File: src/sv/salc_pkg.sv
// ----------------------------------------------------------------------------
// salc_pkg
// Shared constants and types for the set-associative LRU tag store.
// ----------------------------------------------------------------------------
package salc_pkg;

    // default sizing of the tag store
    localparam int MAX_SETS_DEF   = 1024;
    localparam int MAX_WAYS_DEF   = 8;
    localparam int ADDR_WIDTH_DEF = 32;

    // configuration register widths
    localparam int CFG_IDX_W    = 2;
    localparam int CFG_DATA_W   = 6;
    localparam int ADDR_BITS_W  = 6;
    localparam int INDEX_BITS_W = 4;
    localparam int OFFSET_BITS_W = 5;
    localparam int WAYS_W       = 4;

    // configuration reset values
    localparam logic [ADDR_BITS_W-1:0]   ADDR_BITS_RST   = 6'd32;
    localparam logic [INDEX_BITS_W-1:0]  INDEX_BITS_RST  = 4'd4;
    localparam logic [OFFSET_BITS_W-1:0] OFFSET_BITS_RST = 5'd2;
    localparam logic [WAYS_W-1:0]        WAYS_RST        = 4'd2;

    // miss counter width
    localparam int MISS_W = 16;

    // configuration register indexes
    typedef enum logic [CFG_IDX_W-1:0] {
        CFG_ADDR_BITS   = 2'd0,
        CFG_INDEX_BITS  = 2'd1,
        CFG_OFFSET_BITS = 2'd2,
        CFG_WAYS        = 2'd3
    } t_cfg_idx;

    // back-end sequencer states
    typedef enum logic [1:0] {
        BK_CLEAR,
        BK_IDLE,
        BK_EVAL
    } t_back_state;

endpackage

File: src/sv/salc_front.sv
// ----------------------------------------------------------------------------
// salc_front
// Request intake: masks the address and splits it into set index and tag.
// ----------------------------------------------------------------------------
module salc_front #(
    parameter int MAX_SETS   = salc_pkg::MAX_SETS_DEF,
    parameter int ADDR_WIDTH = salc_pkg::ADDR_WIDTH_DEF,
    localparam int SET_W     = (MAX_SETS > 1) ? $clog2(MAX_SETS) : 1,
    localparam int REQ_W     = SET_W + ADDR_WIDTH
) (
    input  logic                                   i_valid,
    output logic                                   o_ready,
    input  logic [ADDR_WIDTH-1:0]                  i_address,
    input  logic [salc_pkg::ADDR_BITS_W-1:0]       i_address_bits,
    input  logic [salc_pkg::INDEX_BITS_W-1:0]      i_index_bits,
    input  logic [salc_pkg::OFFSET_BITS_W-1:0]     i_offset_bits,
    input  logic                                   i_q_full,
    input  logic                                   i_clear_busy,
    output logic                                   o_push,
    output logic [REQ_W-1:0]                       o_req
);

    // largest usable index width: floor(log2(MAX_SETS))
    localparam int MIB = $clog2(MAX_SETS + 1) - 1;

    logic [6:0]            ab_c;
    logic [4:0]            ib_c;
    logic [5:0]            shift;
    logic [ADDR_WIDTH-1:0] addr_m;
    logic [ADDR_WIDTH-1:0] addr_sh;
    logic [SET_W-1:0]      set_idx;
    logic [ADDR_WIDTH-1:0] tag;

    // clamp address and index widths into their legal range
    always_comb begin
        if (i_address_bits == '0) begin
            ab_c = 7'd1;
        end else if ({1'b0, i_address_bits} > 7'(ADDR_WIDTH)) begin
            ab_c = 7'(ADDR_WIDTH);
        end else begin
            ab_c = {1'b0, i_address_bits};
        end
        if ({1'b0, i_index_bits} > 5'(MIB)) begin
            ib_c = 5'(MIB);
        end else begin
            ib_c = {1'b0, i_index_bits};
        end
    end

    // address split
    assign addr_m  = i_address & ~({ADDR_WIDTH{1'b1}} << ab_c);
    assign addr_sh = addr_m >> i_offset_bits;
    assign set_idx = SET_W'(addr_sh) & ~({SET_W{1'b1}} << ib_c);
    assign shift   = 6'(i_offset_bits) + 6'(ib_c);
    assign tag     = addr_m >> shift;

    // handshake: hold off while the queue is full or the store is clearing
    assign o_ready = !i_q_full && !i_clear_busy;
    assign o_push  = i_valid && o_ready;
    assign o_req   = {set_idx, tag};

endmodule

File: config.mk
export PLATFORM = sky130hd
export DESIGN_NAME = salc_front
export DESIGN_NICKNAME = d
export VERILOG_FILES = /design/src/sv/salc_pkg.sv /design/src/sv/salc_front.sv
export SDC_FILE = /design/constraint.sdc
export NUM_CORES = 1
export LEC_CHECK = 0
export BUFFER_PORTS_ARGS = -buffer_cell sky130_fd_sc_hd__buf_2
export CAP_MARGIN = 40
export CORE_MARGIN = 2
export CORE_UTILIZATION = 55
export DETAILED_ROUTE_END_ITERATION = 12
export PLACE_DENSITY = 0.77
export SLEW_MARGIN = 20
export SYNTH_ARGS = -nofsm -noshare
export SYNTH_HDL_FRONTEND = slang
export SYNTH_SLANG_ARGS = --single-unit
File: constraint.sdc
create_clock -name vclk -period 9.55
set_clock_uncertainty 0.1 [all_clocks]
set_input_delay 1.91 -clock vclk [all_inputs]
set_output_delay 1.91 -clock vclk [all_outputs]
set_load 0.03 [all_outputs]
== Word-level counts from Yosys, hierarchy flattened ==
Index checks and enable logic that the tools add are counted.

* Flip-flop bits (word level): 0
* Bits in latches: 0
* RAM bits: 0
* Memory bits (read-only): 0
* Input bits: 50
* Output and inout port bits: 44
* Word-level logic and storage cells: 19
* Memories: 0

* Add/sub/neg operators: 1
* $mul: 0
* Divide/modulo/power cells: 0
* Magnitude comparators: 2
* Eq/ne operators: 0
* Shift operators: 4
* Muxes and demuxes: 3
* Bitwise operators: 4
* Reduce and logical (&&, ||, !) cells: 5

{| class="wikitable"
|+ Operators by type and width
! operator !! number
|-
| 32-bit AND || 1
|-
| 32-bit NOT || 1
|-
| 32-bit by 7-bit left shift with 32-bit output, first input constant || 1
|-
| 32-bit by 5-bit >> shifter with 10-bit output || 1
|-
| 32-bit by 6-bit >> shifter with 32-bit output || 1
|-
| 6-bit two-way mux || 2
|-
| 10-bit AND || 1
|-
| 10-bit NOT || 1
|-
| 10-bit by 5-bit left shift with 10-bit output, first input constant || 1
|-
| 5-bit by 5-bit adder with 6-bit output || 1
|-
| 6-bit greater-than comparator, second input constant || 1
|-
| 6-bit logical NOT || 1
|-
| 4-bit greater-than comparator, second input constant || 1
|-
| 4-bit two-way mux || 1
|-
| 1-bit logical AND || 2
|-
| 1-bit logical NOT || 2
|}

== Depth between registers and ports, before layout ==
Gate-level depths: netlist (run 1).

* Depth after elaboration: 8
* Mapped depth: 15
* Depth with buffers taken out: 11

== Worst setup path before layout (run 1) ==
OpenSTA, ideal clock, no wires.

* Path kind: input port to output port
* Start point: input i_offset_bits[1] (netlist bit)
* End point: output o_req[12]
* Arrival time: 5.332 ns
* Required time: 7.540 ns
* Slack: 2.208 ns
* Cell stages on the path: 12
* Path buffers: 5
* Path through: buf_2 -> inv_1 -> buf_2 -> clkbuf_1 -> fa_1 -> buf_2 -> inv_2 -> buf_2 -> mux4_2 -> nand2_1 -> o21ai_0 -> a221oi_1

* Word-level cells in the longest chain between the ends: 2

{| class="wikitable"
|+ Ends and longest elaborated chain
! item !! RTL line !! source
|-
| from (decl) || salc_front.sv:16 || <nowiki>input logic [salc_pkg::OFFSET_BITS_W-1:0] i_offset_bits,</nowiki>
|-
| 5-bit by 5-bit adder with 6-bit output || salc_front.sv:54 || <nowiki>assign shift = 6'(i_offset_bits) + 6'(ib_c);</nowiki>
|-
| 32-bit by 6-bit >> shifter with 32-bit output || salc_front.sv:55 || <nowiki>assign tag = addr_m >> shift;</nowiki>
|-
| to (decl) || salc_front.sv:20 || <nowiki>output logic [REQ_W-1:0] o_req</nowiki>
|}

Every way passes these cells.

== Final worst setup path (run 1) ==
* Start point: input i_index_bits[2] (netlist bit)
* End point: output o_req[3]

* Word-level cells in the longest chain between the ends: 4

{| class="wikitable"
|+ Ends and longest elaborated chain
! item !! RTL line !! source
|-
| from (decl) || salc_front.sv:15 || <nowiki>input logic [salc_pkg::INDEX_BITS_W-1:0] i_index_bits,</nowiki>
|-
| 4-bit greater-than comparator || salc_front.sv:43 || <nowiki>if ({1'b0, i_index_bits} > 5'(MIB)) begin</nowiki>
|-
| 4-bit two-way mux * || salc_front.sv:43 ||
|-
| 5-bit by 5-bit adder with 6-bit output * || salc_front.sv:54 ||
|-
| 32-bit by 6-bit >> shifter with 32-bit output * || salc_front.sv:55 ||
|}

Every way passes the cells marked *; elsewhere a longest branch is shown, timed or not.

==> results of run 1 <==
## power by group
part,switching (mW),internal [mW]
logic,0.357,0.189
clock network,0,0
registers,0,0
## area by class of cell
class              count  area (um2)  area share [%]
well taps            105         131            2.62
repair buffers       105         564            11.3
multi-input cells    577        4260            85.1
inverters             14        52.6            1.05
## through the flow
step | cells | area [um2] | setup slack (ps) | power, mW | utilization [%]
6_report | 801 | 5010 | 1960 | 0.546 | 60.7
5_1_grt | 801 | 5010 | 1720 | 0.581 | 60.7
4_1_cts | 799 | 4990 | 1740 | 0.529 | 60.4
3_5_place_dp | 799 | 4990 | 1760 | 0.527 | 60.4
3_3_place_gp | 798 | 4970 | 1840 | 0.525 | 60.2
2_1_floorplan | 660 | 4710 | 2210 | 0.397 | -
## synthesized netlist by cell type (7+ instances only)
cell       n
nor4_1     8
nand2b_1  13
a21o_1     8
nand2_1   61
mux2_2    22
and2_1    15
buf_4     10
o211ai_1   8
inv_1     11
nor3_1    22
a211o_1   12
mux2i_1   41
clkbuf_1  27
nand3_1   17
o22ai_1   14
a21oi_1   25
o21ai_0   41
nor2_1    68
a221oi_1   7
a211oi_1  12
buf_2     23
nand4_1    7
a31oi_1   13
mux4_2    17
o32ai_1    7
## worst max-delay path, stage by stage
cell and delay [ps]:
buf_2 150, o21ai_0 350, and2_1 190, ha_1 160, inv_1 60, fa_1 500, buf_4 400, inv_2 290
o32ai_1 430, mux2i_1 200, mux2_4 320, a2bb2oi_2 150, a211oi_2 210, buf_2 220
## final timing paths
check,to,cells after the start,startpoint
worst max-delay path,o_req[3],14,i_index_bits[2]
worst min-delay path,o_ready,3,i_q_full
## per-layer routing
metal | wire length [um] | vias to the layer above
li1 | - | 2692
met5 | 0 | -
met2 | 8300 | 406
met3 | 2180 | 51
met4 | 478 | 0
met1 | 7600 | 2770
## cell families (layout without fill, tap and decap cells)
group | Yosys count | after routing | synth area share, %
multiplexers | 83 | 83 | 23.1
AND/OR/NAND/NOR | 234 | 234 | 24.0
AO/OA/AOI/OAI | 250 | 250 | 40.6
buffers and inverters | 83 | 119 | 9.67
XOR/XNOR | 4 | 4 | 0.904
adder cells (fa/ha/maj) | 6 | 6 | 1.73
==> results.txt, run 1 <==
The final number of max-transition violations was 0. The number of cells produced by synthesis is 660. In the finished layout, the clock tree contains a buffer count of 0.

In this run the biggest area consumer among cell types represents 8.72% of the synthesized area. The floorplan step defined a core boundary enclosing 8260 um2. The number of remaining DRC errors came out at 0.

The hold buffer count at CTS is 0. The maximum vdd ir drop is 0.0000671 V. The HPWL reported at the end of detailed placement came out at 14200 um. The global-route met3 utilization came out at 8.84%. For this run, the number of Yosys warnings is 0. The timing-limited maximum frequency came out at 132 MHz. The routing usage on met2 is 62.4%.

The number of failing setup endpoints in the final timing report came out at 0. The die outline height is 96.5 um. The transition time of the tightest slew-check pin came out at 882 ps. Summed over all cells, the static leakage comes to 2.03 nW. The wire length reported by the detailed router came out at 18600 um.

The number of gates resized after cts came out at 0. The initial antenna violation count came to 0. Dividing total power by cell area gives a power density of 109 nW/um2. The hold violation total from the final report is 0.

The count of input and output buffers is 94. The global-route total usage across every layer is 39.7%. Row generation in the floorplan step produced 33 rows.

The synthesized design spends more area on one cell type than any other, namely mux2i_1. In the routed layout, each cell is associated on average with a via count of 7.39. The number of antenna repair diodes is 0. The share of the cycle needed by the critical path after routing is 79.4%. The largest fanout on the critical path came out at 39.

The combined area of all synthesized cells is 4710 um2. In the layout the commonest cells are 94 x buf_2, 68 x nor2_1, 61 x nand2_1, 41 x o21ai_0, 41 x mux2i_1. The library cell used most frequently in the layout, excluding fill and tap cells, is buf_2. The type of element launching the critical path is a primary input. The met1 track demand over resource in global routing came out at 55.5%. The busiest layer in global routing is met2.

The first detailed-routing pass took 6 iterations. Of the cells placed in the final design, the portion with a size suffix greater than 1 is 25.9%. The post-CTS setup buffer count is 0.

The signal arrival time at the worst endpoint is 5580 ps. The nature of the critical path endpoint is a primary output. From synthesis to final layout, the design area changed by 6.38%. The maximum number of pins on one net before global-route repair is 61. The post-layout minimum cycle time is 7590 ps.

The floorplan die width came out at 96.5 um. Fill cells in the final layout number 810. The net count after synthesis is 715. The total congestion overflow came out at 0. The die covers 9320 um2. The required time at the endpoint of the critical path came out at 7540 ps. The top-level port count is 94. The final RePlAce weighted congestion came out at 1.03. The number of different library cells in the post-synthesis netlist came out at 90. The normalized max-slew margin is 40.4%. The first global-routing pass estimated 28600 um of wire. The class of the most critical setup path is in2out.

Once detail routing completed, the nets flagged for antenna violations numbered 0. The number of DRC violations after detailed-routing iteration 0 is 672. The total number of vias came out at 5919.

By area the synthesized netlist is led by mux2i_1 8.7%, mux4_2 8.1%, nor2_1 5.4%, mux2_2 5.3%, nand2_1 4.9%. The sequential fraction of the synthesis area came out at 0%. Setup repair after global routing left no endpoint under its margin. Summing all flip-flop and latch instances after layout gives 0 um2. A synthesized cell averages 7.13 um2. The layout net count came out at 753.

The run finished with clean final reports. The worst hold slack across all endpoints came out at 4000 ps. The mean routed wirelength per cell came out at 23.2 um.

The path category of the worst min-delay check is in2out. The number of global-route vias before repair is 5188. Sequential cells placed in the final layout were counted as 0.

After routing, the total negative slack on setup checks comes to 0 ps. The tool flagged a number of max-cap violations equal to 0. The starting density of the core came out at 57.0%.
(Power assumes the default switching activity.)
==> inputs of run 2 (changes only) <==
ABC_AREA = 1   (was unset)
PLACE_DENSITY = 0.79   (was 0.77)
clock period = 7 ns   (was 9.55 ns; I/O delays follow)
==> run 2 against run 1 <==
Net effect: worst hold slack got worse by 1000 ps; count of clock-buffer cells in the layout unchanged; final area decreased by 15%; die area decreased by 19%; combinational power increased by 18%; synthesized cell count increased by 19%; global-route usage decreased by 1.1 points; setup slack got worse by 1000 ps; critical path depth decreased by 1; routed wire length decreased by 20%; via count decreased by 0.61%; critical path type unchanged; largest power group unchanged; highest routed layer unchanged.
==> results.txt, run 2 <==
The transition time of the tightest slew-check pin was 816 ps (was 882 ps). The HPWL reported at the end of detailed placement came out at 12100 um (was 14200 um). The number of sequential storage elements is 0 (unchanged). The max-cap violation count is 0 (unchanged). The area inside the core boundary is 6720 um2 (was 8260 um2). The timing-limited maximum frequency came out at 165 MHz.

The class of the most critical setup path is in2out (unchanged). The hold path startpoint is i_q_full (unchanged). The total congestion overflow came out at 0 (unchanged). The final RePlAce weighted congestion is 1.12 (was 1.03). The number of global-route vias before repair is 5080 (was 5188). The hold buffer count at CTS came out at 0 (unchanged). The mean routed wirelength per cell is 16.3 um (was 23.2 um). The count of synthesis-stage warnings from yosys is 0 (unchanged). The post-layout minimum cycle time is 6050 ps. The combined area of all synthesized cells is 3780 um2 (was 4710 um2). The floorplan die width was 86.9 um (was 96.5 um).

Outcome: completed (unchanged). The number of DRC violations after detailed-routing iteration 0 came to 806 (was 672). The area growth from synthesis to layout came to 12.4% (was 6.38%). The total number of vias came out at 5883 (was 5919). Largest cells by area after synthesis: nand3_1 30%, nand2_1 21%, o211ai_1 10%, inv_1 5.3%, nor2_1 4.3% (was mux2i_1 8.7%, mux4_2 8.1%, nor2_1 5.4%, mux2_2 5.3%, nand2_1 4.9%).

The power per standard cell area came out at 152 nW/um2 (was 109 nW/um2). The required time at the endpoint of the critical path came out at 5500 ps (was 7540 ps). The count of input and output buffers was 94 (unchanged).

The hold violation total from the final report came to 0 (unchanged). The number of antenna repair diodes is 0 (unchanged). The remaining antenna violation count is 0 (unchanged). The initial antenna violation count is 0 (unchanged).

The cell count after placement is 911 (was 799). The average instance area after synthesis was 4.82 um2 (was 7.13 um2). The die outline height came out at 86.9 um (was 96.5 um). Synth top cells by count: 223 x nand3_1, 213 x nand2_1, 53 x inv_1 (was 68 x nor2_1, 61 x nand2_1, 41 x mux2i_1, 41 x o21ai_0, 27 x clkbuf_1).

The final number of max-transition violations came out at 0 (unchanged). The top-level port count is 94 (unchanged). The clock buffer count in the final layout is 0 (unchanged). The number of failing setup endpoints in the final timing report is 0 (unchanged).

The area enclosed by the die boundary came out at 7550 um2 (was 9320 um2). RSZ-0062 raised after global routing: false (unchanged). The number of different library cells in the post-synthesis netlist is 35 (was 90).

The total leakage power is 2.19 nW (was 2.03 nW). Top library cells by usage in the layout, fill and taps aside: 223 x nand3_1, 213 x nand2_1, 94 x buf_2, 53 x inv_1, 51 x o211ai_1 (was 94 x buf_2, 68 x nor2_1, 61 x nand2_1, 41 x o21ai_0, 41 x mux2i_1). The nature of the critical path endpoint was a primary output (unchanged). The placement row count was 30 (was 33). The wire length reported by the detailed router came to 14900 um (was 18600 um). The worst path uses 86.4% of the clock period. The maximum number of pins on one net before global-route repair is 36 (was 61). The leading area contributor after synthesis is nand3_1 (was mux2i_1). The starting density of the core was 56.3% (was 57.0%). The fraction of layout cells with a size suffix above 1 was 14.9% (was 25.9%). The number of remaining DRC errors came to 0 (unchanged). The ratio of routed vias to standard cells came out at 6.44 (was 7.39). The path category of the worst min-delay check was in2out (unchanged). The number of gates resized after cts is 0 (unchanged). The largest fanout on the critical path was 35 (was 39). The count of fill cells added during filler insertion was 703 (was 810).

The number of standard cells in the layout, taps in and fillers out was 913 (was 801). The proportion of netlist area held by the largest area contributor is 29.5% (was 8.72%). The most common cell after layout, fill and taps aside was nand3_1 (was buf_2).

The final setup TNS came out at 0 ps (unchanged). The cell with the most instances after synthesis is nand3_1 (was nor2_1). The maximum vdd ir drop came out at 0.0000566 V (was 0.0000671 V). The first-pass GRT wire length came to 24100 um (was 28600 um). The type of element launching the critical path is a primary input (unchanged). The register area came out at 0 um2 (unchanged). The startpoint of the worst setup timing path is i_offset_bits[1] (was i_index_bits[2]). The signal arrival time at the worst endpoint is 4550 ps (was 5580 ps). The number of cells produced by synthesis is 784 (was 660). The net count after synthesis is 839 (was 715). The post-CTS setup buffer count is 0 (unchanged).

The normalized max-slew margin is 45.1% (was 40.4%). The layout net count is 890 (was 753). The detailed-router iteration count before antenna repair was 7 (was 6). The global-route total usage across every layer is 38.6% (was 39.7%).

The sequential fraction of the synthesis area came to 0% (unchanged).
[run 2: changes by cell type after synthesis, sizes merged, moves of 17 or more]
cell and delta:
inv +42, o211ai +43, buf -17, nand2 +154, nor2 -19, mux4 -17, mux2i -41, mux2 -25
nand3 +206
[run 2: final timing paths]
kind | to | slack (ps) | cells past startpoint
max | o_req[12] | 950 | 13
min | o_ready | 2980 | 3
[run 2: layer usage]
| metal | vias up | track usage [%] | wire length (um) |
|---|---|---|---|
| li1 | 2839 | - | - |
| met5 | - | 0 | 0 |
| met4 | 0 | 16.2 | 690 |
| met3 | 68 | 4.08 | 1490 |
| met1 | 2560 | 53.0 | 6280 |
| met2 | 416 | 60.9 | 6450 |
[run 2: logic make-up (layout without fill, tap and decap cells)]
| group | after synthesis | in the layout | synth area share (%) |
|---|---|---|---|
| buf+inv | 114 | 163 | 12.0 |
| fa+ha+maj | 5 | 5 | 1.85 |
| compound gates | 141 | 141 | 23.4 |
| xor+xnor | 2 | 2 | 0.464 |
| simple gates | 522 | 522 | 62.3 |
[run 2: per-stage QoR]
stage / cell area (um2) / power (mW) / hold slack, ps / setup slack (ps) / util, %
final: 4250 / 0.647 / 2980 / 951 / 63.2
after global routing: 4250 / 0.705 / 3010 / 555 / 63.2
after CTS: 4220 / 0.625 / 2980 / 1010 / 62.8
after detailed placement: 4220 / 0.623 / 2980 / 1030 / 62.8
after global placement: 4180 / 0.609 / 2980 / 1170 / 62.2
after floorplan: 3780 / 0.466 / 2810 / 1440 / -
[run 2: worst max-delay path, stage by stage]
cell and delay (ps):
buf_2 470, ha_1 340, nand2_1 70, nor2_1 50, a211oi_1 250, nor2_1 90
o21ai_1 290, inv_1 130, nor2_1 530, inv_1 370, o21ai_0 160, a21boi_1 180
buf_2 220
[run 2: cell type report]
cell class	instances	area [um2]	share of cell area, %
repair buffers	106	603	14.2
multi-input cells	670	3330	78.4
inverters	57	214	5.04
well taps	80	100	2.36
[run 2: report_power, final]
group / total [mW] / internal, mW / switching, mW
sequential: 0 / 0 / 0
combinational: 0.647 / 0.195 / 0.453
clock: 0 / 0 / 0
total: 0.647 / 0.195 / 0.453
