### src/sv/salc_fifo.sv
// ----------------------------------------------------------------------------
// salc_fifo
// Two-entry request queue between the intake and the tag-store sequencer.
// ----------------------------------------------------------------------------
module salc_fifo #(
    parameter int WIDTH = 8
) (
    input  logic             i_clk,
    input  logic             i_rst_n,
    input  logic             i_push,
    input  logic [WIDTH-1:0] i_data,
    input  logic             i_pop,
    output logic [WIDTH-1:0] o_data,
    output logic             o_full,
    output logic             o_empty
);

    logic [WIDTH-1:0] r_data [2];
    logic             r_wr_ptr;
    logic             r_rd_ptr;
    logic [1:0]       r_count;

    assign o_full  = (r_count == 2'd2);
    assign o_empty = (r_count == 2'd0);
    assign o_data  = r_data[r_rd_ptr];

    // pointers and fill level
    always_ff @(posedge i_clk) begin
        if (!i_rst_n) begin
            r_wr_ptr <= 1'b0;
            r_rd_ptr <= 1'b0;
            r_count  <= 2'd0;
        end else begin
            if (i_push) begin
                r_wr_ptr <= ~r_wr_ptr;
            end
            if (i_pop) begin
                r_rd_ptr <= ~r_rd_ptr;
            end
            case ({i_push, i_pop})
                2'b10:   r_count <= r_count + 2'd1;
                2'b01:   r_count <= r_count - 2'd1;
                default: r_count <= r_count;
            endcase
        end
    end

    // entry storage
    always_ff @(posedge i_clk) begin
        if (i_push) begin
            r_data[r_wr_ptr] <= i_data;
        end
    end

endmodule

### config.mk
export PLATFORM = sky130hd
export DESIGN_NAME = salc_fifo
export DESIGN_NICKNAME = d
export VERILOG_FILES = /design/src/sv/salc_fifo.sv
export SDC_FILE = /design/constraint.sdc
export NUM_CORES = 1
export LEC_CHECK = 0
export ABC_AREA = 1
export BUFFER_PORTS_ARGS = -buffer_cell sky130_fd_sc_hd__buf_4
export CORE_UTILIZATION = 25
export CTS_CLUSTER_DIAMETER = 200
export DETAILED_ROUTE_END_ITERATION = 8
export MAX_ROUTING_LAYER = met4
export PLACE_DENSITY = 0.53
export SLEW_MARGIN = 20
export SYNTH_ARGS = -nofsm -noshare
export SYNTH_HDL_FRONTEND = slang
export SYNTH_SLANG_ARGS = --single-unit
### constraint.sdc
create_clock -name i_clk -period 1.1 [get_ports i_clk]
set_input_delay 0.055 -clock i_clk [delete_from_list [all_inputs] [get_ports i_clk]]
set_output_delay 0.055 -clock i_clk [all_outputs]
set_load 0.005 [all_outputs]
* Word level (Yosys, flattened, before mapping)
Memories as Yosys holds them, arrays and structs flattened. A register that Yosys moved wholly into a read port is not among the register bits.
Cells that the tools add are included.
** Storage, ports and cells
- Bits of input ports :: 12
- Memories :: 1
- Memory bits (writable) :: 16
- Logic and storage cells :: 18
- Register bits after elaboration :: 4
- Output and inout port bits :: 10
** Memory list
- r_data :: depth 2, width 8, read ports 1, clocked after memory_dff 1, write ports 1, RTL line 18 : logic [WIDTH-1:0] r_data [2];
** Cells by class
- Equal/unequal tests :: 3
- Mux-type cells :: 5
- Reduce and logical (&&, ||, !) cells :: 2
- Bitwise operators :: 2
- Add/sub/neg operators :: 2
** Operators by type and width (number)
- $eq 2x2->1 const B :: 2
- $mux 1 :: 4
- $pmux 2 s2 :: 1
- $add 2x1->2 const B :: 1
- $eq 2x1->1 const B :: 1
- $logic_not 2->1 :: 1
- $not 1->1 :: 2
- $reduce_bool 2->1 :: 1
- $sub 2x1->2 const B :: 1

* Logic depth before layout (Yosys ltp)
Gate-level depths: netlist of the first run.
- Depth after elaboration :: 3
- Depth in mapped cells :: 7
- Gate-level depth less buffers :: 7

* Worst setup path before layout of the first run
OpenSTA, ideal clock, no wires.
- Path kind :: register to register
- Start point :: reg r_wr_ptr
- End point :: mem r_data[0][0], enable pin
- Arrival time :: 0.687 ns
- Period minus slack after synthesis :: 1.058 ns
- Path buffers :: 0
- Data required time :: 0.730 ns
- Slack :: 0.042 ns
- Library setup time :: 0.370 ns
- Cell stages (with the launch flop) :: 2
- Cells stage by stage :: dfxtp_1 > nor2_1
** RTL lines
- start, declared :: RTL line 19 : logic r_wr_ptr;
- start signal, assigned :: RTL line 35 : r_wr_ptr <= ~r_wr_ptr;
- end, declared :: RTL line 18
Straight into the memory's write port.

==> out/qor.txt, run 1 <==
WORST HOLD PATH
---------------------------------------------------------------------------------
Worst Hold Path Cells                                                           4
Sink of the worst hold path                                              r_wr_ptr
Worst min path class                                                 input pin to flip-flop
Startpoint of the most critical hold path                                  i_push

CLOCK NETWORK
---------------------------------------------------------------------------------
Source-to-sink clock delay at the later pin of the worst-skew pair         300 ps
Clock-pin slew on the worst setup and hold paths                           120 ps
Number of clock sinks seen by CTS                                              21
Root cell of the clock tree                                          sky130_fd_sc_hd__clkbuf_4
Maximum root-to-sink buffer count                                               2
CTS H-tree depth                                                                1
TritonCTS clock tree                                                          yes
Clock buffers created by TritonCTS                                              3

POWER
---------------------------------------------------------------------------------
Largest voltage drop on the vdd net                                      0.515 mV
Leakage Power                                                            0.526 nW
Overall power consumption                                                 1.58 mW
Areal power density over the cells                                    1280 nW/µm²

GRT
---------------------------------------------------------------------------------
Wire length of the first global-routing pass                              2320 µm
Met2 track demand over resource                                             16.5%
Number of global-route vias before repair                                     548
GRT busiest layer                                                            met2
GR Util met3                                                                4.11%
Number of antenna violations at the first check in global routing               0
Global-route congestion overflow total                                          0
Met1 track demand over resource in global routing                           9.54%
Maximum number of pins on one net before global-route repair                   13
All-Layer GR Usage                                                          9.36%

STA
---------------------------------------------------------------------------------
Smallest setup slack after layout                                         -172 ps
Number of max-slew violations in the final report                               0
Part of the cycle the worst path needs                                       116%
Transition at the pin with the smallest max-transition slack               339 ps
Setup violators final                                                           8
Shortest period the worst path allows                                     1270 ps
Max transition margin                                                       77.4%
RSZ-0062 raised after global routing                                         true
Worst hold slack after final layout                                       19.7 ps
Max Freq                                                                0.786 GHz
Final number of hold-violating endpoints                                        0
Post-Route Skew                                                           5.05 ps

LOGIC SYNTHESIS
---------------------------------------------------------------------------------
Post-synth net total                                                           73
Number of instances in the synthesized netlist                                 60
Post-synth ARST share                                                          0%
Cell variety after synth                                                       11
Synth top area cells                                                 sky130_fd_sc_hd__edfxtp_1, sky130_fd_sc_hd__mux2_4, sky130_fd_sc_hd__dfxtp_1, sky130_fd_sc_hd__nor2_1, sky130_fd_sc_hd__nand2_1
Mean Syn Cell Area                                                       14.0 µm²
Cell area after synthesis                                                 838 µm²
Number of enable flip-flop cells after synthesis                               16
Ranking of synthesized cells by instance count                       sky130_fd_sc_hd__edfxtp_1, sky130_fd_sc_hd__nor2_1, sky130_fd_sc_hd__mux2_4, sky130_fd_sc_hd__nand2_1, sky130_fd_sc_hd__inv_1
Most used DFF post-synth                                             sky130_fd_sc_hd__edfxtp_1
Library cell with the highest instance count after synthesis         sky130_fd_sc_hd__edfxtp_1
Number of warning messages in the yosys log                                     0
Share of the synthesized area in the top cell type                          57.3%
Number of storage elements in the synthesis netlist                            21
Dominant cell type by area after synthesis                           sky130_fd_sc_hd__edfxtp_1
Sequential element share of the synthesized area                            69.3%

FINAL LAYOUT
---------------------------------------------------------------------------------
Area used by multi-input combinational logic                              224 µm²
Number of diodes                                                                0
Fill cells                                                                    307
Ratio of cells with drive above 1 in the final layout                       37.1%
Number of standard cells in the final layout excluding fillers                141
Final core area utilization                                                 39.5%
Area growth from synthesis to final layout                                  47.5%
Register Area                                                             582 µm²
Final net count                                                               111

SETUP PATH
---------------------------------------------------------------------------------
Crit path cell chain                                                 buf_12 -> mux2_4 -> buf_6
Critical-path maximum fanout                                                    8
Req. time, crit path                                                      1040 ps
Buffers plus inverters on the worst setup path                                  2
Sort of element at the start of the critical path                       flip-flop
Reg2Reg Capture Point                                                r_data[1][7]
Crit end category                                                    primary output
Number of cells on the worst reg-to-reg path                                    2
Reg-to-reg critical path startpoint                                      r_wr_ptr
Worst reg2reg setup slack                                                   60 ps
Delay contributed by the slowest stage of the critical path                360 ps
Worst Setup Path Type                                                flip-flop to primary output
CP top delay family                                                    flip-flops
Crit path DAT                                                             1220 ps
Slowest library cell on the worst path                               sky130_fd_sc_hd__dfxtp_2

ROUTING
---------------------------------------------------------------------------------
Average via count per standard cell                                          3.92
Average detailed-routed wire length per instance                          10.1 µm
Vias after detailed routing                                                   553
Final routed wirelength across all metal layers                           1420 µm
DRC errors left                                                                 0
Count of antenna-violating nets left after detailed routing                     0
First drt pass iteration count                                                  2
Detailed router's first-iteration violation count                               8

FLOORPLANNING
---------------------------------------------------------------------------------
Die Width                                                                 59.9 µm
Core Footprint                                                           3130 µm²
Number of standard-cell rows in the floorplan                                  20
Initial core utilization                                                    26.8%
Vertical die dimension                                                    59.9 µm
Top-level I/O count                                                            22
DIE AREA                                                                 3590 µm²

PLACEMENT
---------------------------------------------------------------------------------
HPWL after detailed placement                                              988 µm
Number of placed cells counting well taps                                     126
Gpl congestion                                                              0.665
Port Buffer Count                                                              21
Minimum setup slack after placement                                       68.3 ps

RUN
---------------------------------------------------------------------------------
Number of max-cap violations                                                    0

STATUS
---------------------------------------------------------------------------------
Outcome                                                              complete, but fails checks
Failing checks                                                       negative setup slack

cell type report:
cell class,count,share of cell area [%]
sequential,21,47.1
timing repair buffer,34,26.3
multi-input combinational,32,18.1
tap,44,4.45
clock buffer,3,1.82
inverter,6,1.82
clock inverter,1,0.405
metrics by stage:
step	instance area, µm²	TNS [ps]
6_report	1240	-1340
5_1_grt	1240	-1650
4_1_cts	1240	-1490
3_5_place_dp	1070	0
3_3_place_gp	1070	0
2_1_floorplan	838	0
cell families (layout without fill, tap and decap cells):
logic type                 after synthesis  count (layout)  synth area share (%)
DFF                                     21              21                  69.3
and+or+nand+nor                         21              21                  9.70
muxes                                    8               8                  14.3
buffers and inverters                    7              44                  4.03
AOI/OAI and AO/OA                        2               2                  1.19
adders and majority gates                1               1                  1.49
worst reg2reg max path, stage by stage, from the launching register on:
cell	delay (ps)
sky130_fd_sc_hd__dfxtp_1	370
sky130_fd_sc_hd__nand2_1	80
sky130_fd_sc_hd__inv_1	270
metal layers:
layer	part of all wire, %	vias up	routed length, µm
li1	-	278	-
met1	42	253	597
met2	51	20	720
met3	6.6	2	93
met4	0.56	0	8
met5	0	-	0
layout by cell type, fill, tap and decap left out:
| cell type | synthesis | routed |
|---|---|---|
| sky130_fd_sc_hd__edfxtp_1 | 16 | 16 |
| sky130_fd_sc_hd__buf_4 | 0 | 14 |
| sky130_fd_sc_hd__nor2_1 | 12 | 12 |
| sky130_fd_sc_hd__dlygate4sd3_1 | 0 | 11 |
| sky130_fd_sc_hd__mux2_4 | 8 | 8 |
| sky130_fd_sc_hd__nand2_1 | 8 | 8 |
| sky130_fd_sc_hd__buf_6 | 1 | 8 |
| sky130_fd_sc_hd__inv_1 | 6 | 6 |
| sky130_fd_sc_hd__dfxtp_1 | 5 | 4 |
| sky130_fd_sc_hd__clkbuf_4 | 0 | 3 |
| sky130_fd_sc_hd__o21ai_0 | 1 | 1 |
| sky130_fd_sc_hd__a21oi_1 | 1 | 1 |
| sky130_fd_sc_hd__nand4_1 | 1 | 1 |
| sky130_fd_sc_hd__ha_1 | 1 | 1 |
| sky130_fd_sc_hd__dfxtp_2 | 0 | 1 |
| sky130_fd_sc_hd__clkinv_2 | 0 | 1 |
| sky130_fd_sc_hd__buf_12 | 0 | 1 |
timing repair:
action | in CTS | in global routing
setup buffers | 0 | 0
endpoints found under the hold margin | 19 | 0
gates resized for setup | 9 | 0
gates cloned | 0 | 0
hold buffers | 11 | 0
setup endpoints to repair | 8 | 8
flip-flops by register name, indices dropped and copies added (netlist names), named ones only:
signal,count
r_wr_ptr,1
r_count,2
r_data,16
r_rd_ptr,1
worst max path at each step:
stage	cells after the start	endpoint
after floorplan	1	r_data[0][0]
after global placement	2	r_data[1][3]
after detailed placement	2	r_data[1][3]
after CTS	3	o_data[4]
after global routing	3	o_data[4]
final	3	o_data[4]
report_power, final:
part	total (mW)	internal (mW)	switching, mW
Combinational	0.289	0.183	0.106
Sequential	0.926	0.905	0.0216
Clock	0.369	0.136	0.233
Total	1.58	1.22	0.361
No activity file was read; power rests on OpenSTA's default activity.
==> inputs of run 2 (changes only) <==
Settings changed: CORE_MARGIN from default to 2, PLACE_DENSITY 0.53 to 0.52.
Clock period 1.1 ns to 1.3 ns, I/O delays scaled along.
==> run 2 against run 1 <==
The run now ends clean. Global-route usage shrank 1.0 points. Clock power shrank 20%. Sequential share of layout area grew 0.53 points. Via count shrank 0.90%. Utilization shrank 2.3 points. Worst hold slack gained 13 ps. Non-clock buffer count shrank 1. Final cell count grew 0.71%. Critical path depth is the same. Sequential power shrank 15%. First-iteration DRC count grew 25%.
==> out/qor.txt, run 2 (synthesis results as in run 1) <==
ROUTING
-------------------------------------------------------------------------------------
Average detailed-routed wire length per instance                              9.80 µm   -2.7%
Average via count per standard cell                                              3.86   -1.6%
Vias after detailed routing                                                       548   -0.90%
Detailed router's first-iteration violation count                                  10   +2
First drt pass iteration count                                                      3   +1
Final routed wirelength across all metal layers                               1390 µm   -2.0%
DRC errors left                                                                     0   unchanged
Count of antenna-violating nets left after detailed routing                         0   unchanged

PLACEMENT
-------------------------------------------------------------------------------------
HPWL after detailed placement                                                 1020 µm   +2.8%
Gpl congestion                                                                  0.646   -2.9%
Number of placed cells counting well taps                                         128   +1.6%
Minimum setup slack after placement                                            273 ps   +204 ps
Port Buffer Count                                                                  21   unchanged

WORST HOLD PATH
-------------------------------------------------------------------------------------
Worst Hold Path Cells                                                               3   -1
Worst min path class                                                     input pin to flip-flop
Startpoint of the most critical hold path                                       i_pop

SETUP PATH
-------------------------------------------------------------------------------------
Critical-path maximum fanout                                                        8   unchanged
Crit end category                                                        primary output
Worst reg2reg setup slack                                                      270 ps   +210 ps
Reg2Reg Capture Point                                                    r_data[1][7]
Req. time, crit path                                                          1240 ps   +200 ps
Reg-to-reg critical path startpoint                                          r_wr_ptr
Worst Setup Path Type                                                    flip-flop to primary output
Number of cells on the worst reg-to-reg path                                        2   unchanged
Crit path DAT                                                                 1190 ps   -30 ps
Sort of element at the start of the critical path                           flip-flop

STA
-------------------------------------------------------------------------------------
Setup violators final                                                               0   -8
Final number of hold-violating endpoints                                            0   unchanged
Part of the cycle the worst path needs                                          96.7%
Shortest period the worst path allows                                         1260 ps
Post-Route Skew                                                               3.54 ps   -1.51 ps
Smallest setup slack after layout                                             43.1 ps   +215 ps
Max Freq                                                                    0.796 GHz
Number of max-slew violations in the final report                                   0   unchanged
Transition at the pin with the smallest max-transition slack                   341 ps   +2.50 ps
Max transition margin                                                           77.2%   -0.17 points
RSZ-0062 raised after global routing                                             true

GRT
-------------------------------------------------------------------------------------
Number of global-route vias before repair                                         532   -2.9%
Maximum number of pins on one net before global-route repair                       12   -1
Met1 track demand over resource in global routing                               8.42%   -1.1 points
GRT busiest layer                                                                met2
Met2 track demand over resource                                                 14.7%   -1.8 points
Number of antenna violations at the first check in global routing                   0   unchanged
All-Layer GR Usage                                                              8.31%   -1.0 points
Global-route congestion overflow total                                              0   unchanged
GR Util met3                                                                    2.48%   -1.6 points
Wire length of the first global-routing pass                                  2150 µm   -7.5%

FINAL LAYOUT
-------------------------------------------------------------------------------------
Flip-flop count of the largest register after layout                               16   unchanged
Fill cells                                                                        318   +3.6%
Number of standard cells in the final layout excluding fillers                    142   +0.71%
Area growth from synthesis to final layout                                      45.8%
Most frequent standard cell in the layout excluding fill and tap cells   sky130_fd_sc_hd__edfxtp_1
Registers with the highest flip-flop counts                              r_data (16), r_count (2)
Ratio of cells with drive above 1 in the final layout                           36.5%   -0.66 points
Final net count                                                                   110   -0.90%
Number of diodes                                                                    0   unchanged
Reg with most FFs                                                              r_data
Commonest non-fill, non-tap cells in the layout                          sky130_fd_sc_hd__edfxtp_1, sky130_fd_sc_hd__buf_4, sky130_fd_sc_hd__nor2_1

FLOORPLANNING
-------------------------------------------------------------------------------------
Top-level I/O count                                                                22   unchanged
Vertical die dimension                                                        61.9 µm   +3.3%
DIE AREA                                                                     3830 µm²   +6.8%
Die Width                                                                     61.9 µm   +3.3%
Number of standard-cell rows in the floorplan                                      21   +5.0%
Core Footprint                                                               3280 µm²   +5.0%
Initial core utilization                                                        25.5%   -1.3 points

RUN
-------------------------------------------------------------------------------------
Number of max-cap violations                                                        0   unchanged

CLOCK NETWORK
-------------------------------------------------------------------------------------
Maximum root-to-sink buffer count                                                   2   unchanged
Root cell of the clock tree                                              sky130_fd_sc_hd__clkbuf_4
TritonCTS clock tree                                                              yes
CTS H-tree depth                                                                    1   unchanged
Number of clock sinks seen by CTS                                                  21   unchanged
Clock buffers created by TritonCTS                                                  3   unchanged
Post-CTS Setup Repair Bufs                                                          0   unchanged
Source-to-sink clock delay at the later pin of the worst-skew pair             290 ps   about the same
Clock-pin slew on the worst setup and hold paths                               100 ps   -20 ps

STATUS
-------------------------------------------------------------------------------------
Outcome                                                                  complete, no violations

POWER
-------------------------------------------------------------------------------------
Leakage Power                                                                0.518 nW   -1.6%
Largest voltage drop on the vdd net                                          0.353 mV   -31%
Areal power density over the cells                                        1080 nW/µm²   -16%

## run 2: cell count changes in the layout (fill, tap and decap cells not counted), sizes merged
| cell | before | now |
|---|---|---|
| clkbuf | 3 | 4 |
| clkinv | 1 | 0 |
| dlygate4sd3 | 11 | 10 |
## run 2: worst max path at each step
stage	start	endpoint	slack (ps)	depth (start not counted)
floorplan	r_wr_ptr	r_data[0][0]	240	1
global placement	r_wr_ptr	r_data[1][5]	270	2
detailed placement	r_wr_ptr	r_data[1][2]	270	2
CTS	flip-flop	o_data[4]	3	3
global route	flip-flop	o_data[3]	-30	3
finish	flip-flop	o_data[1]	40	3
## run 2: what timing repair did
item	CTS	global route
endpoints found under the hold margin	17	1
setup endpoints to repair	8	8
hold buffers	9	1
pin swaps	0	0
resized for setup	2	9
## run 2: power by group
group | switching (mW) | internal (mW) | leakage (nW)
sequential | 0.0179 | 0.766 | 0.192
combinational | 0.0878 | 0.150 | 0.311
clock | 0.175 | 0.119 | 0.0150
total | 0.280 | 1.03 | 0.518
## run 2: final cells by class
class	instances	area (µm²)	area share (%)
multi-input combinational	32	224	18.3
clock buffer	4	26.3	2.15
timing repair buffer	33	310	25.4
sequential	21	582	47.6
inverter	6	22.5	1.84
tap	46	57.6	4.71
## run 2: metrics by stage
step                hold slack [ps]  instance area (µm²)  setup TNS (ps)  power (mW)  util, %
floorplan                       164                  838               0       0.897        -
global placement                253                 1060               0       0.988     32.2
detailed placement              256                 1060               0       0.996     32.2
CTS                            8.36                 1180               0        1.32     35.9
global route                   58.6                 1220            -234        1.41     37.2
finish                         32.8                 1220               0        1.32     37.2
## run 2: routing by layer
layer  share of wire, %  wire length (µm)  vias to the layer above
li1                   -                 -                      275
met1                 43               597                      255
met2                 53               732                       16
met3                3.5                49                        2
met4               0.79                11                        0
met5                  0                 0                        -
## run 2: worst max-delay path, cell delays in order (launching register included)
cell                      delay (ps)
sky130_fd_sc_hd__dfxtp_2         340
sky130_fd_sc_hd__buf_8           140
sky130_fd_sc_hd__mux2_4          310
sky130_fd_sc_hd__buf_6           110
==> inputs of run 3 (changes only) <==
Settings changed: CORE_ASPECT_RATIO from default to 0.6.
==> run 3 against run 2 <==
First-iteration DRC count increased by 80%. Worst hold slack improved by 29 ps. Clock skew about the same. Critical path depth unchanged. Via count decreased by 3.6%. Sequential share of layout area increased by 1.4 points. Clock-buffer cell count decreased by 1. Power increased by 7.1%. Non-clock buffer count decreased by 2. Combinational power decreased by 9.7%. Critical path type unchanged. Critical endpoint unchanged. Largest power group unchanged.
==> out/qor.txt, run 3 (synthesis results as in run 1) <==
ROUTING
-------------------------------------------------------------------------------------
Final routed wirelength across all metal layers                               1380 µm   -0.58%
Detailed router's first-iteration violation count                                  18   +8
First drt pass iteration count                                                      4   +1
Count of antenna-violating nets left after detailed routing                         0   unchanged
DRC errors left                                                                     0   unchanged
Average via count per standard cell                                              3.80   -1.6%
Vias after detailed routing                                                       528   -3.6%
Average detailed-routed wire length per instance                              9.95 µm   +1.6%

FINAL LAYOUT
-------------------------------------------------------------------------------------
Flip-flop count of the largest register after layout                               16   unchanged
Area growth from synthesis to final layout                                      41.6%
Most frequent standard cell in the layout excluding fill and tap cells   sky130_fd_sc_hd__buf_4
Commonest non-fill, non-tap cells in the layout                          sky130_fd_sc_hd__buf_4, sky130_fd_sc_hd__edfxtp_1, sky130_fd_sc_hd__nor2_1
Fill cells                                                                        320   +0.63%
Fin area                                                                     1190 µm²   -2.9%
Reg with most FFs                                                              r_data
Final net count                                                                   108   -1.8%
Registers with the highest flip-flop counts                              r_data (16), r_count (2)
Ratio of cells with drive above 1 in the final layout                           38.3%   +1.8 points
Number of standard cells in the final layout excluding fillers                    139   -2.1%
Number of diodes                                                                    0   unchanged

GRT
-------------------------------------------------------------------------------------
All-Layer GR Usage                                                              8.19%   -0.12 points
Number of global-route vias before repair                                         535   +0.56%
Maximum number of pins on one net before global-route repair                       13   +1
Wire length of the first global-routing pass                                  2280 µm   +6.2%
Number of antenna violations at the first check in global routing                   0   unchanged
Global-route congestion overflow total                                              0   unchanged

SETUP PATH
-------------------------------------------------------------------------------------
Delay contributed by the slowest stage of the critical path                    320 ps   -20 ps
Crit path cell chain                                                     buf_6 -> mux2_4 -> buf_4
Worst Setup Path Type                                                    flip-flop to primary output
Sort of element at the start of the critical path                           flip-flop
Reg2Reg Capture Point                                                    r_data[1][5]
Crit path DAT                                                                 1170 ps   -20 ps
Reg-to-reg critical path startpoint                                          r_wr_ptr
Worst reg2reg setup slack                                                      290 ps   +20 ps
Crit end category                                                        primary output
Number of cells on the worst reg-to-reg path                                        2   unchanged
Slowest library cell on the worst path                                   sky130_fd_sc_hd__dfxtp_2
Req. time, crit path                                                          1240 ps   about the same
Critical-path maximum fanout                                                        8   unchanged

CLOCK NETWORK
-------------------------------------------------------------------------------------
TritonCTS clock tree                                                              yes
Source-to-sink clock delay at the later pin of the worst-skew pair             260 ps   -30 ps
CTS H-tree depth                                                                    1   unchanged
Number of clock sinks seen by CTS                                                  21   unchanged
Maximum root-to-sink buffer count                                                   2   unchanged
Clock-pin slew on the worst setup and hold paths                                70 ps   -30 ps
Root cell of the clock tree                                              sky130_fd_sc_hd__clkbuf_8
Post-CTS Setup Repair Bufs                                                          0   unchanged
Clock buffers created by TritonCTS                                                  3   unchanged

WORST HOLD PATH
-------------------------------------------------------------------------------------
Worst min path class                                                     input pin to flip-flop
Startpoint of the most critical hold path                                      i_push
Sink of the worst hold path                                                  r_wr_ptr
Worst Hold Path Cells                                                               3   unchanged

STA
-------------------------------------------------------------------------------------
Transition at the pin with the smallest max-transition slack                   321 ps   -20.0 ps
Number of max-slew violations in the final report                                   0   unchanged
Shortest period the worst path allows                                         1230 ps   -22.3 ps
Setup violators final                                                               0   unchanged
Max Freq                                                                    0.810 GHz   +1.8%
Setup TNS                                                                        0 ps   unchanged
Worst hold slack after final layout                                           61.4 ps   +28.5 ps
Final number of hold-violating endpoints                                            0   unchanged
Max transition margin                                                           78.5%   +1.3 points
Post-Route Skew                                                               3.92 ps   +0.373 ps
RSZ-0062 raised after global routing                                            false
Part of the cycle the worst path needs                                          95.0%   -1.7 points

FLOORPLANNING
-------------------------------------------------------------------------------------
Die Width                                                                     78.8 µm   +27%
Top-level I/O count                                                                22   unchanged
DIE AREA                                                                     3850 µm²   +0.40%
Number of standard-cell rows in the floorplan                                      16   -24%
Vertical die dimension                                                        48.9 µm   -21%
Initial core utilization                                                        26.0%   +0.49 points
Core Footprint                                                               3220 µm²   -1.9%

PLACEMENT
-------------------------------------------------------------------------------------
Port Buffer Count                                                                  21   unchanged
HPWL after detailed placement                                                 1060 µm   +3.9%
Number of placed cells counting well taps                                         127   -0.78%
Gpl congestion                                                                  0.719   +11%
Cell area after placement                                                    1060 µm²   -0.12%

POWER
-------------------------------------------------------------------------------------
Largest voltage drop on the vdd net                                          0.616 mV   +75%
Areal power density over the cells                                        1190 nW/µm²   +10%
Leakage Power                                                                0.509 nW   -1.7%

RUN
-------------------------------------------------------------------------------------
Number of max-cap violations                                                        0   unchanged

STATUS
-------------------------------------------------------------------------------------
Outcome                                                                  complete, no violations

==> run 3: cell types whose count changed in the layout (fill, tap and decap cells not counted) <==
cell                            change
sky130_fd_sc_hd__clkinv_2           +1
sky130_fd_sc_hd__dlygate4sd3_1      -2
sky130_fd_sc_hd__buf_4              +8
sky130_fd_sc_hd__buf_8              -1
sky130_fd_sc_hd__clkbuf_1           -1
sky130_fd_sc_hd__clkbuf_4           -3
sky130_fd_sc_hd__buf_6              -7
sky130_fd_sc_hd__clkbuf_8           +3
==> run 3: what timing repair did <==
action,CTS,global route
hold buffers,7,1
gates resized for setup,0,2
setup endpoints to repair,0,8
endpoints found under the hold margin,14,2
==> run 3: per-stage QoR <==
step	total power [mW]	setup WS, ps	utilization (%)
after floorplan	0.897	242	-
after global placement	0.989	282	32.8
after detailed placement	0.996	268	32.8
after CTS	1.42	3.45	36.4
after global routing	1.49	16.5	36.8
final	1.41	65.5	36.8
==> run 3: cell type report <==
cell class              count  area [µm²]  share of cell area [%]
multi-input cells          32         224                    18.9
clock inverters             1        5.00                   0.421
flip-flops and latches     21         582                    49.0
repair buffers             31         256                    21.6
clock buffers               3        41.3                    3.48
inverters                   6        22.5                    1.90
well taps                  45        56.3                    4.74
==> run 3: worst max path at each step <==
stage | from | cells after the start | to
finish | flip-flop | 3 | o_data[1]
global route | flip-flop | 3 | o_data[3]
CTS | flip-flop | 3 | o_data[1]
detailed placement | r_wr_ptr | 2 | r_data[1][2]
global placement | r_wr_ptr | 2 | r_data[1][3]
floorplan | r_wr_ptr | 1 | r_data[0][0]
==> run 3: critical path, delay by kind of cell (launching register included) <==
kind | cells | cell delay [ps]
buffers and inverters | 2 | 280
muxes | 1 | 310
DFF | 1 | 320
==> run 3: report_power, final <==
group,internal (mW),switching (mW)
sequential,0.766,0.0167
combinational,0.131,0.0832
clock,0.213,0.199
==> run 3: routing by layer <==
layer / track usage (%) / routed length [µm] / up-vias
li1: - / - / 272
met5: - / 0 / -
met4: 0.877 / 0 / 0
met3: 4.63 / 118 / 0
met2: 12.7 / 622 / 17
met1: 9.70 / 643 / 239
